--- src/rtl/atf_pkg.sv ---
// Shared types, constants and the arctangent table of the tilt angle filter.
package atf_pkg;

    localparam int WINDOW       = 16;
    localparam int CORDIC_STEPS = 14;

    localparam int SAMPLE_W    = 16;
    localparam int SLOT_W      = $clog2(WINDOW);
    localparam int SUM_W       = SAMPLE_W + SLOT_W;
    localparam int PRESCALE_SH = 16;
    localparam int CW          = SUM_W + PRESCALE_SH + 2;
    localparam int STEP_W      = $clog2(CORDIC_STEPS);
    localparam int TAB_IDX_W   = 5;
    localparam int Z_W         = 18;
    localparam int ANGLE_W     = 16;
    localparam int SPEED_W     = 16;
    localparam int CFG_W       = 15;
    localparam int PROD_W      = 2 * CFG_W;
    localparam int DIV_STEPS   = CFG_W;
    localparam int DIV_CNT_W   = $clog2(DIV_STEPS);
    localparam int Q_DEPTH     = 2;
    localparam int Q_PTR_W     = (Q_DEPTH > 1) ? $clog2(Q_DEPTH) : 1;
    localparam int Q_CNT_W     = $clog2(Q_DEPTH + 1);

    localparam int PI_Q13 = 25736;

    localparam int REG_IDX_W  = 8;
    localparam int CFG_DATA_W = 16;
    localparam logic [REG_IDX_W-1:0] REG_MAX_ANGLE = 8'd0;
    localparam logic [REG_IDX_W-1:0] REG_MAX_SPEED = 8'd1;
    localparam logic [CFG_W-1:0]     MAX_ANGLE_RST = 15'd6434;
    localparam logic [CFG_W-1:0]     MAX_SPEED_RST = 15'd5120;

    typedef struct packed {
        logic signed [SUM_W-1:0] sum_x;
        logic signed [SUM_W-1:0] sum_y;
    } t_sums;

    typedef struct packed {
        logic [CFG_W-1:0] max_angle;
        logic [CFG_W-1:0] max_speed;
    } t_cfg;

    // round(atan(2^-i) * 8192)
    function automatic logic [Z_W-1:0] atan_q13(input logic [TAB_IDX_W-1:0] idx);
        logic [Z_W-1:0] v;
        unique case (idx)
            5'd0:    v = 18'd6434;
            5'd1:    v = 18'd3798;
            5'd2:    v = 18'd2007;
            5'd3:    v = 18'd1019;
            5'd4:    v = 18'd511;
            5'd5:    v = 18'd256;
            5'd6:    v = 18'd128;
            5'd7:    v = 18'd64;
            5'd8:    v = 18'd32;
            5'd9:    v = 18'd16;
            5'd10:   v = 18'd8;
            5'd11:   v = 18'd4;
            5'd12:   v = 18'd2;
            5'd13:   v = 18'd1;
            default: v = 18'd0;
        endcase
        return v;
    endfunction

endpackage

--- src/rtl/atf_front.sv ---
// Sample intake: window rings, running sums, push of new sums to the queue.
module atf_front
    import atf_pkg::*;
(
    input  logic                 i_clk,
    input  logic                 i_rst_n,
    input  logic                 s_axis_tvalid,
    output logic                 s_axis_tready,
    input  logic [31:0]          s_axis_tdata,  // [15:0] accel_x, [31:16] accel_y
    output logic                 o_push,
    output t_sums                o_sums,
    input  logic                 i_full
);

    logic signed [SAMPLE_W-1:0] r_ring_x [WINDOW];
    logic signed [SAMPLE_W-1:0] r_ring_y [WINDOW];
    logic signed [SUM_W-1:0]    r_sum_x, r_sum_y;
    logic [SLOT_W-1:0]          r_slot;

    logic signed [SAMPLE_W-1:0] ax, ay, old_x, old_y;
    logic signed [SUM_W-1:0]    n_sum_x, n_sum_y;
    logic [SLOT_W-1:0]          n_slot;

    assign ax    = s_axis_tdata[SAMPLE_W-1:0];
    assign ay    = s_axis_tdata[2*SAMPLE_W-1:SAMPLE_W];
    assign old_x = r_ring_x[r_slot];
    assign old_y = r_ring_y[r_slot];

    // Drop the sample leaving the window, add the new one.
    assign n_sum_x = r_sum_x
                   + {{(SUM_W-SAMPLE_W){ax[SAMPLE_W-1]}}, ax}
                   - {{(SUM_W-SAMPLE_W){old_x[SAMPLE_W-1]}}, old_x};
    assign n_sum_y = r_sum_y
                   + {{(SUM_W-SAMPLE_W){ay[SAMPLE_W-1]}}, ay}
                   - {{(SUM_W-SAMPLE_W){old_y[SAMPLE_W-1]}}, old_y};
    assign n_slot  = (r_slot == SLOT_W'(WINDOW - 1)) ? '0 : r_slot + 1'b1;

    assign s_axis_tready = !i_full;
    assign o_push        = s_axis_tvalid && !i_full;
    assign o_sums.sum_x  = n_sum_x;
    assign o_sums.sum_y  = n_sum_y;

    always_ff @(posedge i_clk) begin
        if (!i_rst_n) begin
            for (int k = 0; k < WINDOW; k++) begin
                r_ring_x[k] <= '0;
                r_ring_y[k] <= '0;
            end
            r_sum_x <= '0;
            r_sum_y <= '0;
            r_slot  <= '0;
        end else if (o_push) begin
            r_ring_x[r_slot] <= ax;
            r_ring_y[r_slot] <= ay;
            r_sum_x          <= n_sum_x;
            r_sum_y          <= n_sum_y;
            r_slot           <= n_slot;
        end
    end

endmodule

--- src/rtl/atf_queue.sv ---
// Short queue of window sums between intake and angle engine.
module atf_queue
    import atf_pkg::*;
(
    input  logic  i_clk,
    input  logic  i_rst_n,
    input  logic  i_push,
    input  t_sums i_sums,
    output logic  o_full,
    input  logic  i_pop,
    output logic  o_valid,
    output t_sums o_sums
);

    t_sums               r_mem [Q_DEPTH];
    logic [Q_PTR_W-1:0]  r_wr, r_rd;
    logic [Q_CNT_W-1:0]  r_cnt;

    assign o_full  = (r_cnt == Q_CNT_W'(Q_DEPTH));
    assign o_valid = (r_cnt != '0);
    assign o_sums  = r_mem[r_rd];

    always_ff @(posedge i_clk) begin
        if (i_push) begin
            r_mem[r_wr] <= i_sums;
        end
    end

    always_ff @(posedge i_clk) begin
        if (!i_rst_n) begin
            r_wr  <= '0;
            r_rd  <= '0;
            r_cnt <= '0;
        end else begin
            if (i_push) begin
                r_wr <= (r_wr == Q_PTR_W'(Q_DEPTH - 1)) ? '0 : r_wr + 1'b1;
            end
            if (i_pop) begin
                r_rd <= (r_rd == Q_PTR_W'(Q_DEPTH - 1)) ? '0 : r_rd + 1'b1;
            end
            if (i_push && !i_pop) begin
                r_cnt <= r_cnt + 1'b1;
            end else if (i_pop && !i_push) begin
                r_cnt <= r_cnt - 1'b1;
            end
        end
    end

endmodule

--- src/rtl/atf_back.sv ---
// Angle engine: CORDIC atan2, clamp, speed multiply and divide, output register.
module atf_back
    import atf_pkg::*;
(
    input  logic        i_clk,
    input  logic        i_rst_n,
    input  logic        i_q_valid,
    input  t_sums       i_sums,
    output logic        o_pop,
    input  t_cfg        i_cfg,
    output logic        m_axis_tvalid,
    input  logic        m_axis_tready,
    output logic [31:0] m_axis_tdata   // [15:0] tilt_angle, [31:16] side_speed
);

    localparam logic [2:0] ST_IDLE  = 3'd0;
    localparam logic [2:0] ST_CORD  = 3'd1;
    localparam logic [2:0] ST_CLAMP = 3'd2;
    localparam logic [2:0] ST_MUL   = 3'd3;
    localparam logic [2:0] ST_DIV   = 3'd4;
    localparam logic [2:0] ST_OUT   = 3'd5;

    localparam logic signed [Z_W-1:0] PI_Z = Z_W'(PI_Q13);

    logic [2:0]                r_state;
    logic signed [CW-1:0]      r_x, r_y;
    logic signed [Z_W-1:0]     r_z;
    logic [STEP_W-1:0]         r_step;
    logic                      r_zero;
    logic signed [ANGLE_W-1:0] r_angle;
    logic                      r_neg;
    logic [CFG_W-1:0]          r_mag;
    logic [CFG_W-1:0]          r_rem, r_num, r_quo;
    logic [DIV_CNT_W-1:0]      r_div_cnt;
    logic                      r_ovalid;
    logic [31:0]               r_odata;

    logic signed [CW-1:0]      load_x, load_y, dx, dy;
    logic signed [Z_W-1:0]     atan_v, z_sat, z_clamp, lim;
    logic [PROD_W-1:0]         prod;
    logic [CFG_W:0]            trial;
    logic                      fits;
    logic signed [SPEED_W-1:0] speed;
    logic                      out_free;

    assign load_x = {{(CW-SUM_W-PRESCALE_SH){i_sums.sum_x[SUM_W-1]}},
                     i_sums.sum_x, {PRESCALE_SH{1'b0}}};
    assign load_y = {{(CW-SUM_W-PRESCALE_SH){i_sums.sum_y[SUM_W-1]}},
                     i_sums.sum_y, {PRESCALE_SH{1'b0}}};

    assign dx     = r_y >>> r_step;
    assign dy     = r_x >>> r_step;
    assign atan_v = $signed(atan_q13(TAB_IDX_W'(r_step)));

    // Saturate to +/- pi, force zero for a null vector, then clamp to the limit.
    assign lim = $signed({{(Z_W-CFG_W){1'b0}}, i_cfg.max_angle});
    always_comb begin
        if (r_zero) begin
            z_sat = '0;
        end else if (r_z > PI_Z) begin
            z_sat = PI_Z;
        end else if (r_z < -PI_Z) begin
            z_sat = -PI_Z;
        end else begin
            z_sat = r_z;
        end
        if (z_sat > lim) begin
            z_clamp = lim;
        end else if (z_sat < -lim) begin
            z_clamp = -lim;
        end else begin
            z_clamp = z_sat;
        end
    end

    assign prod  = PROD_W'(r_mag) * PROD_W'(i_cfg.max_speed);
    assign trial = {r_rem, r_num[CFG_W-1]};
    assign fits  = (trial >= {1'b0, i_cfg.max_angle});

    assign speed = (i_cfg.max_angle == '0) ? '0 :
                   r_neg ? -$signed({1'b0, r_quo}) : $signed({1'b0, r_quo});

    assign out_free      = !r_ovalid || m_axis_tready;
    assign o_pop         = (r_state == ST_IDLE) && i_q_valid;
    assign m_axis_tvalid = r_ovalid;
    assign m_axis_tdata  = r_odata;

    always_ff @(posedge i_clk) begin
        unique case (r_state)
            ST_IDLE: begin
                if (i_q_valid) begin
                    r_zero <= (i_sums.sum_x == '0) && (i_sums.sum_y == '0);
                    r_step <= '0;
                    if (i_sums.sum_x[SUM_W-1]) begin
                        r_x <= -load_x;
                        r_y <= -load_y;
                        r_z <= i_sums.sum_y[SUM_W-1] ? -PI_Z : PI_Z;
                    end else begin
                        r_x <= load_x;
                        r_y <= load_y;
                        r_z <= '0;
                    end
                end
            end
            ST_CORD: begin
                if (!r_y[CW-1]) begin
                    r_x <= r_x + dx;
                    r_y <= r_y - dy;
                    r_z <= r_z + atan_v;
                end else begin
                    r_x <= r_x - dx;
                    r_y <= r_y + dy;
                    r_z <= r_z - atan_v;
                end
                r_step <= r_step + 1'b1;
            end
            ST_CLAMP: begin
                r_angle <= ANGLE_W'(z_clamp);
                r_neg   <= z_clamp[Z_W-1];
                r_mag   <= z_clamp[Z_W-1] ? CFG_W'(-z_clamp) : CFG_W'(z_clamp);
            end
            ST_MUL: begin
                // Upper half is already below the divisor: only low bits remain.
                r_rem     <= prod[PROD_W-1:CFG_W];
                r_num     <= prod[CFG_W-1:0];
                r_quo     <= '0;
                r_div_cnt <= '0;
            end
            ST_DIV: begin
                r_rem     <= fits ? CFG_W'(trial - {1'b0, i_cfg.max_angle})
                                  : CFG_W'(trial);
                r_num     <= {r_num[CFG_W-2:0], 1'b0};
                r_quo     <= {r_quo[CFG_W-2:0], fits};
                r_div_cnt <= r_div_cnt + 1'b1;
            end
            ST_OUT: begin
                if (out_free) begin
                    r_odata <= {speed, r_angle};
                end
            end
            default: begin
            end
        endcase
    end

    always_ff @(posedge i_clk) begin
        if (!i_rst_n) begin
            r_state  <= ST_IDLE;
            r_ovalid <= 1'b0;
        end else begin
            if ((r_state == ST_OUT) && out_free) begin
                r_ovalid <= 1'b1;
            end else if (m_axis_tready) begin
                r_ovalid <= 1'b0;
            end
            unique case (r_state)
                ST_IDLE:  if (i_q_valid) r_state <= ST_CORD;
                ST_CORD:  if (r_step == STEP_W'(CORDIC_STEPS - 1)) r_state <= ST_CLAMP;
                ST_CLAMP: r_state <= ST_MUL;
                ST_MUL:   r_state <= ST_DIV;
                ST_DIV:   if (r_div_cnt == DIV_CNT_W'(DIV_STEPS - 1)) r_state <= ST_OUT;
                ST_OUT:   if (out_free) r_state <= ST_IDLE;
                default:  r_state <= ST_IDLE;
            endcase
        end
    end

endmodule

--- src/rtl/accel_tilt_angle_filter_top.sv ---
// Top level of the accelerometer tilt angle filter.
//
//  channel   direction  handshake                  word
//  s_axis    in         s_axis_tvalid/tready       accel_x [15:0], accel_y [31:16]
//  m_axis    out        m_axis_tvalid/tready       tilt_angle [15:0], side_speed [31:16]
//  cfg       in         i_cfg_valid/o_cfg_ready    index 0 max_angle, 1 max_speed
//
// In the angle engine each word passes load, 14 CORDIC steps, clamp, multiply,
// 15 divide steps and output; the engine takes the next word only once idle.
// Reset is synchronous: rings, sums, queue and engine clear at once, registers
// return to their defaults. A two-word queue absorbs input while the engine works;
// s_axis_tready drops when it is full, so a held m_axis word stalls the intake too.
module accel_tilt_angle_filter_top
    import atf_pkg::*;
(
    input  logic                  i_clk,
    input  logic                  i_rst_n,
    input  logic                  s_axis_tvalid,
    output logic                  s_axis_tready,
    input  logic [31:0]           s_axis_tdata,   // [15:0] accel_x, [31:16] accel_y
    output logic                  m_axis_tvalid,
    input  logic                  m_axis_tready,
    output logic [31:0]           m_axis_tdata,   // [15:0] tilt_angle, [31:16] side_speed
    input  logic                  i_cfg_valid,
    output logic                  o_cfg_ready,
    input  logic [REG_IDX_W-1:0]  i_cfg_index,
    input  logic [CFG_DATA_W-1:0] i_cfg_data
);

    t_cfg  r_cfg;
    t_sums push_sums, q_sums;
    logic  push, full, pop, q_valid;

    assign o_cfg_ready = 1'b1;

    always_ff @(posedge i_clk) begin
        if (!i_rst_n) begin
            r_cfg.max_angle <= MAX_ANGLE_RST;
            r_cfg.max_speed <= MAX_SPEED_RST;
        end else if (i_cfg_valid) begin
            if (i_cfg_index == REG_MAX_ANGLE) begin
                r_cfg.max_angle <= i_cfg_data[CFG_W-1:0];
            end else if (i_cfg_index == REG_MAX_SPEED) begin
                r_cfg.max_speed <= i_cfg_data[CFG_W-1:0];
            end
        end
    end

    atf_front u_front (
        .i_clk         (i_clk),
        .i_rst_n       (i_rst_n),
        .s_axis_tvalid (s_axis_tvalid),
        .s_axis_tready (s_axis_tready),
        .s_axis_tdata  (s_axis_tdata),
        .o_push        (push),
        .o_sums        (push_sums),
        .i_full        (full)
    );

    atf_queue u_queue (
        .i_clk   (i_clk),
        .i_rst_n (i_rst_n),
        .i_push  (push),
        .i_sums  (push_sums),
        .o_full  (full),
        .i_pop   (pop),
        .o_valid (q_valid),
        .o_sums  (q_sums)
    );

    atf_back u_back (
        .i_clk         (i_clk),
        .i_rst_n       (i_rst_n),
        .i_q_valid     (q_valid),
        .i_sums        (q_sums),
        .o_pop         (pop),
        .i_cfg         (r_cfg),
        .m_axis_tvalid (m_axis_tvalid),
        .m_axis_tready (m_axis_tready),
        .m_axis_tdata  (m_axis_tdata)
    );

endmodule

--- config.mk ---
export PLATFORM = sky130hd
export DESIGN_NAME = accel_tilt_angle_filter_top
export DESIGN_NICKNAME = d
export VERILOG_FILES = /design/src/rtl/atf_pkg.sv /design/src/rtl/atf_front.sv /design/src/rtl/atf_queue.sv /design/src/rtl/atf_back.sv /design/src/rtl/accel_tilt_angle_filter_top.sv
export SDC_FILE = /design/constraint.sdc
export NUM_CORES = 2
export LEC_CHECK = 0
export BUFFER_PORTS_ARGS = -buffer_cell sky130_fd_sc_hd__buf_2
export CAP_MARGIN = 20
export CORE_MARGIN = 2
export CORE_UTILIZATION = 70
export CTS_CLUSTER_DIAMETER = 30
export DETAILED_ROUTE_END_ITERATION = 7
export PLACE_DENSITY = 0.91
export SLEW_MARGIN = 10
export SYNTH_ARGS = -nofsm -noshare
export SYNTH_HDL_FRONTEND = slang
export SYNTH_HIERARCHICAL = 1
export SYNTH_SLANG_ARGS = --single-unit
--- constraint.sdc ---
create_clock -name i_clk -period 10.55 [get_ports i_clk]
set_input_delay 1.055 -clock i_clk [delete_from_list [all_inputs] [get_ports i_clk]]
set_output_delay 1.055 -clock i_clk [all_outputs]
set_load 0.005 [all_outputs]
# Word-level counts from Yosys, hierarchy flattened
# Memory sizes are Yosys's and may differ from the RTL's. A register that Yosys moved wholly into a read port is not among the register bits.
# Index checks and enable logic that the tools add are counted.
# classes
magnitude_cmp,5
n_eq_ne,14
bitwise,2
div,0
add_sub_neg,23
muxes,57
n_reduce_logical,30
shift,2
n_mul,1
# op_table
cell,count
2-to-1 mux 38 bit,6
2-to-1 mux 18 bit,9
one-hot mux 38 bit (2 select lines),2
one-hot mux 15 bit (2 select lines),3
adder 38 bit,2
negator 36 -> 38 bit,2
>>> shifter 38 x 4 -> 38 bit,2
subtractor 38 bit,2
2-to-1 mux 15 bit,3
adder 20 bit,2
logical NOT 20 bit,2
subtractor 20 bit,2
2-to-1 mux 4 bit,9
one-hot mux 18 bit (2 select lines),1
2-to-1 mux 16 bit,2
OR reduction 16 bit,2
multiplier 15 x 15 -> 30 bit,1
adder 18 bit,1
> comparator 18 x 16 -> 1 bit,1
"> comparator 18 x 16 -> 1 bit, second input constant",1
"< comparator 18 x 16 -> 1 bit, second input constant",1
< comparator 18 bit,1
negator 15 -> 18 bit,1
one-hot mux 3 bit (6 select lines),1
32 further kinds,75
# totals
out_inout_bits,35
inputBits,61
ram_bits,592
romBits,208
register_bits,294
latch_bits,0
elab_cells,163
memories,4
# mem_list
memory,depth,width,read_ports,rd_clocked_by_memory_dff,wr,line_no,source
u_front.r_ring_x,16,16,1,1,16,atf_front.sv:15,logic signed [SAMPLE_W-1:0] r_ring_x [WINDOW];
u_front.r_ring_y,16,16,1,1,16,atf_front.sv:16,logic signed [SAMPLE_W-1:0] r_ring_y [WINDOW];
(no name shown),16,13,1,1,0,atf_pkg.sv:47,unique case (idx)
u_queue.r_mem,2,40,1,1,1,atf_queue.sv:15,t_sums r_mem [Q_DEPTH];

# Logic depth before layout (Yosys ltp)
# depth
ltp_word,9
depth_mapped,31
ltp_nobuf,26

# By module
# The synthesis kept the hierarchy.
# by_module_without_submodules
mod,cells_per_inst,n_inst,area_per_inst_um2,seq_area_each_um2
atf_back,3238,1,29375.7,6676.4
atf_front,2050,1,27715.3,16335.7
atf_queue,146,1,3094.2,2502.4
accel_tilt_angle_filter_top,130,1,1226.2,600.6

# Least setup slack after synthesis
# No wires, ideal clock.
# synth_timing
path_type,reg-to-reg
start,register r_cfg[3] in the netlist's numbering
end,register u_back.r_rem[13] (data pin)
t_required_ns,10.281
n_path_buf,1
synth_period_minus_slack_ns,6.357
path_stages_with_launch,26
arrival_ns,6.088
setup_ns,0.269
slack_ns,4.193
cell_sequence,dfxtp_1 > clkbuf_1 > and2_1 > fa_1 > inv_1 > fa_1 > inv_1 > fa_1 > inv_1 > fa_1 > inv_1 > fa_1 > inv_1 > fa_1 > inv_1 > ha_1 > nand3_1 > nand2_1 > a41oi_1 > nor4b_1 > o41a_1 > o311ai_0 > o41ai_1 > o21ai_0 > xnor2_1 > mux2i_1
# synth_between
elab_chain_cells,2
# synth_lines
item,line_no,source
from (decl),accel_tilt_angle_filter_top.sv:30,t_cfg r_cfg;
multiplier 15 x 15 -> 30 bit,atf_back.sv:76,assign prod = PROD_W'(r_mag) * PROD_W'(i_cfg.max_speed);
one-hot mux 15 bit (2 select lines),atf_back.sv:89,unique case (r_state)
to (signal assigned),atf_back.sv:124,r_rem <= prod[PROD_W-1:CFG_W];
to (signal assigned),atf_back.sv:130,"r_rem <= fits ? CFG_W'(trial - {1'b0, i_cfg.max_angle})"
to (decl),atf_back.sv:33,"logic [CFG_W-1:0] r_rem, r_num, r_quo;"
# Every way passes these cells.
# A chain may end at the register's enable or synchronous reset.

# Worst setup path in the final report
# layout_timing
start,register u_back.r_step[0]
end,register u_back.r_x[37] (data pin)
# layout_between
elab_chain_cells,4
elab_cells_between_ends,5
classes_between,add/sub: 2; shift: 1; mux: 2
# layout_lines
item,line_no,source
from (decl),atf_back.sv:28,logic [STEP_W-1:0] r_step;
from (signal assigned),atf_back.sv:115,r_step <= r_step + 1'b1;
>>> shifter 38 x 4 -> 38 bit (*),atf_back.sv:51,assign dx = r_y >>> r_step;
adder 38 bit / subtractor 38 bit (equally long branches),"atf_back.sv:107, atf_back.sv:111",
2-to-1 mux 38 bit (*),atf_back.sv:106,if (!r_y[CW-1]) begin
one-hot mux 38 bit (2 select lines) (*),atf_back.sv:89,
to (signal assigned),atf_back.sv:95,r_x <= -load_x;
to (signal assigned),atf_back.sv:107,r_x <= r_x + dx;
to (signal assigned),atf_back.sv:111,r_x <= r_x - dx;
to (decl),atf_back.sv:26,"logic signed [CW-1:0] r_x, r_y;"
# Mark *: on every way between the ends. The rest lies on a longest branch, timed or not.

==> impl_metrics.py <==
metrics = {
    "status": {
        "status": "finished with violations",
        "violations": "DRC",
    },
    "routing": {
        "drtIter0Drc": 7922,
        "drcViolationCount": 175,
        "vias": 50570,
        "drt-wirelength-per-cell_um": 28.48,
        "drtPass1Iterations": 8,
        "ant_nets": 0,
        "via_per_inst": 7.403,
        "drt_wl_total_mm": 194.6,
    },
    "sta": {
        "worst_pin_slew_ps": 1267,
        "slew_headroom_pct": 15.55,
        "tns_ps": 0,
        "hold_violations": 0,
        "rsz0062_at_grt": "no",
        "setup_viol": 0,
        "max_freq_mhz": 132.1,
        "clock_skew_ps": 72.72,
        "min_period_over_period_pct": 71.73,
        "slew_viol_final": 0,
        "period_needed_ps": 7567,
    },
    "worst_setup_path": {
        "endpoint_kind": "flop",
        "ff2ff_path_depth": 20,
        "crit_start": "u_back/r_step[0]$_DFFE_PP_",
        "worstPathRequired_ps": 11030,
        "start_kind": "flop",
        "worst_ep_arrival_time_ps": 8050,
        "reg2reg_to": "u_back/r_x[37]$_DFFE_PP_",
        "r2r_setup_slack_ps": 2980,
        "crit_type": "flop to flop",
        "endpoint": "u_back/r_x[37]$_DFFE_PP_",
        "crit_fanout": 51,
        "slowest_stage": "buf_4",
        "crit_chain": "buf_4 > buf_4 > mux4_2 > mux4_2 > nor2_1 > nand4_1 > o41a_1 > xnor2_1 > ha_1 > nor2b_1 > o21a_1 > a41oi_1 > a31oi_1 > o311ai_0 > o21ai_0 > a31oi_1 > o2111ai_1 > a41o_1 > xnor2_1 > nor2_1",
        "slowest_delay_ps": 700,
        "timing.rr.start": "u_back/r_step[0]$_DFFE_PP_",
    },
    "clocking": {
        "clkTransAtPathRegs_ps": 50,
        "tritoncts": "yes",
        "cts_htree_levels": 4,
        "cts-root-buf": "clkbuf_16",
        "clockBufferDepth": 3,
        "ctsResizeCount": 0,
        "cts_buffers": 169,
        "post_cts_buffers": 0,
        "worstSkewPairLatency_ps": 820,
        "cts_hold_buf": 0,
        "cts_sinks": 903,
    },
    "min_path": {
        "min-delay-start": "u_back/r_angle[9]$_DFFE_PN_",
        "hp-class": "flop to flop",
    },
    "layout": {
        "area_delta_synth_final_pct": 11.97,
        "finish.net_count": 6074,
        "drive_above_1_share_pct": 15.14,
        "fillers": 4417,
    },
    "place": {
        "place_congestion": 0.9390,
        "io_buffers": 93,
        "hpwl_mm": 103.5,
    },
    "floorplan": {
        "rows": 108,
        "start_util_pct": 70.68,
        "die-area_sq_um": 90120,
        "dieWidth_um": 300.2,
        "die_h_um": 300.2,
        "core_area_sq_um": 86890,
        "pin_count": 96,
    },
    "global_route": {
        "grt_pass1_vias": 49780,
        "grt_max_degree": 93,
        "grt_pass1_wl_mm": 289.9,
        "grt_antenna_before_repair": 10,
        "grt.total_usage_pct": 42.01,
        "grt.overflow.total": 0,
    },
    "pwr": {
        "ir_drop_v": 0.0003106,
        "power_w": 0.02625,
        "power.density_nw_per_um2": 381.7,
        "p_leak_nw": 26.51,
    },
    "synthesis": {
        "synth-seq-cells": 903,
        "synth_area_sq_um": 61410,
        "synth-seq-area-share_pct": 42.52,
        "async_reset_ff_share_pct": 0,
        "avgSynthCellArea_sq_um": 11.04,
        "ys_types": 121,
        "synth_enable_flop_cells": 803,
        "synth_nets": 6115,
        "synthCells": 5564,
        "ys.flop_type": "edfxtp_1",
        "ys_warn_count": 6,
    },
    "job": {
        "drv_cap": 0,
    },
}
==> layer usage <==
metal	share of wire [%]	vias up	GRT usage, %
met2	46	5164	66.88
li1	-	20280	-
met3	14	1404	11.81
met5	0.049	-	0
met1	32	23710	50.93
met4	7.9	6	26.39
==> report_power, final <==
group          internal [W]  switching, W  total, W
sequential          0.00499      0.000644   0.00564
combinational       0.00578       0.00883    0.0146
clock               0.00380       0.00219   0.00599
total                0.0146        0.0117    0.0262
==> cells in the mapped netlist (7+ instances only) <==
library cell | n | area, sq um
and3_1 | 35 | 219.0
clkbuf_1 | 293 | 1100
a21oi_1 | 220 | 1101
clkinv_1 | 30 | 112.6
dfxtp_1 | 100 | 2002
fa_1 | 209 | 4184
a211oi_1 | 18 | 135.1
o41ai_1 | 15 | 131.4
o211a_1 | 9 | 90.09
nand4_1 | 22 | 137.6
nand2_1 | 466 | 1749
a21boi_0 | 39 | 292.8
inv_1 | 419 | 1573
nand3_1 | 65 | 325.3
o21a_1 | 31 | 232.7
o211ai_1 | 26 | 195.2
buf_1 | 28 | 105.1
buf_6 | 9 | 101.4
buf_2 | 28 | 140.1
a41oi_1 | 7 | 61.31
xor2_1 | 96 | 840.8
a31oi_1 | 37 | 231.5
mux4_2 | 243 | 5473
or2_2 | 18 | 112.6
o22ai_1 | 9 | 56.30
a21o_1 | 71 | 533.0
or3_1 | 23 | 143.9
mux2i_1 | 94 | 940.9
o21ai_0 | 203 | 1016
or4_1 | 10 | 75.07
o21bai_1 | 23 | 172.7
nor4_1 | 139 | 869.6
edfxtp_1 | 803 | 24110
nor2_1 | 290 | 1089
mux2_2 | 58 | 653.1
o21ai_1 | 10 | 50.05
xnor2_1 | 209 | 1831
nand2b_1 | 34 | 212.7
o311ai_0 | 12 | 105.1
and2_1 | 181 | 1132
nor3_1 | 420 | 2102
nor2b_1 | 33 | 206.5
ha_1 | 281 | 3516
o31ai_1 | 32 | 240.2
==> placed cells by master, fill, tap and decap left out, types with 209 or more instances in the layout <==
cell	n
edfxtp_1	803
nand2_1	459
nor3_1	420
inv_1	418
nor2_1	289
ha_1	281
mux4_2	243
a21oi_1	220
xnor2_1	209
fa_1	209
==> registers in the layout (all words and copies together), names as in the netlist, 13 cells and up, named ones only <==
| signal | count |
|---|---|
| u_back/r_z | 18 |
| u_back/r_angle | 15 |
| u_back/atan_v | 13 |
| u_front/r_ring_y | 256 |
| u_back/r_rem | 15 |
| u_back/r_x | 38 |
| u_back/r_quo | 15 |
| u_queue/r_mem | 80 |
| u_back/r_y | 38 |
| r_cfg | 30 |
| u_front/r_sum_x | 20 |
| u_front/r_ring_x | 256 |
| u_back/m_axis_tdata | 32 |
| u_back/r_num | 15 |
| u_back/r_mag | 15 |
| u_front/r_sum_y | 20 |
==> worst min path at each step <==
stage | to | slack [ps] | cells past startpoint
6_report | u_back/m_axis_tdata[9]$_DFFE_PP_ | 420 | 0
5_1_grt | u_back/m_axis_tdata[8]$_DFFE_PP_ | 420 | 0
3_5_place_dp | u_back/m_axis_tdata[11]$_DFFE_PP_ | 410 | 0
3_3_place_gp | u_back/m_axis_tdata[7]$_DFFE_PP_ | 400 | 0
2_1_floorplan | u_back/m_axis_tdata[10]$_DFFE_PP_ | 400 | 0
4_1_cts | u_back/m_axis_tdata[9]$_DFFE_PP_ | 420 | 0
==> cells by family after synthesis <==
logic type               count (synthesis)  synth area share (%)
multiplexers                           397                 11.54
XOR/XNOR                               306                 4.387
other                                    1              0.006106
buffers and inverters                  817                 5.228
flip-flops                             903                 42.52
adder cells (fa/ha/maj)                491                 12.55
AO/OA/AOI/OAI                          857                 9.162
AND/OR/NAND/NOR                       1792                 14.59
==> worst max-delay path: cells and delay by family, from the launching register on <==
family | cells | cell delay (ps)
AOI/OAI and AO/OA | 9 | 3100
xor gates and xnor gates | 2 | 430
adders and majority gates | 1 | 340
buffers and inverters | 2 | 1150
DFF | 1 | 320
muxes | 2 | 1170
and+or+nand+nor | 4 | 710
==> layout make-up <==
cell class | instances | area [sq um] | share of cell area (%)
inverter | 451 | 1695 | 2.465
clock inverter | 130 | 1757 | 2.555
multi-input combinational | 3844 | 32330 | 47.01
sequential | 903 | 26130 | 38.00
clock buffer | 185 | 4402 | 6.401
antenna | 9 | 22.52 | 0.03275
timing repair buffer | 154 | 983.4 | 1.430
tap | 1155 | 1445 | 2.102
==> metrics by stage <==
step	cells	area (sq um)	hold slack, ps	setup slack, ps	utilization (%)
4_1_cts	6818	68650	418.2	3042	79.01
6_report	6831	68760	423.5	2983	79.14
3_5_place_dp	6503	62490	410.5	3173	71.92
3_3_place_gp	6502	62480	402.9	3262	71.91
5_1_grt	6824	68750	424.2	2527	79.12
2_1_floorplan	5564	61410	400.3	4193	-
Power figures use the tool's default switching activity.
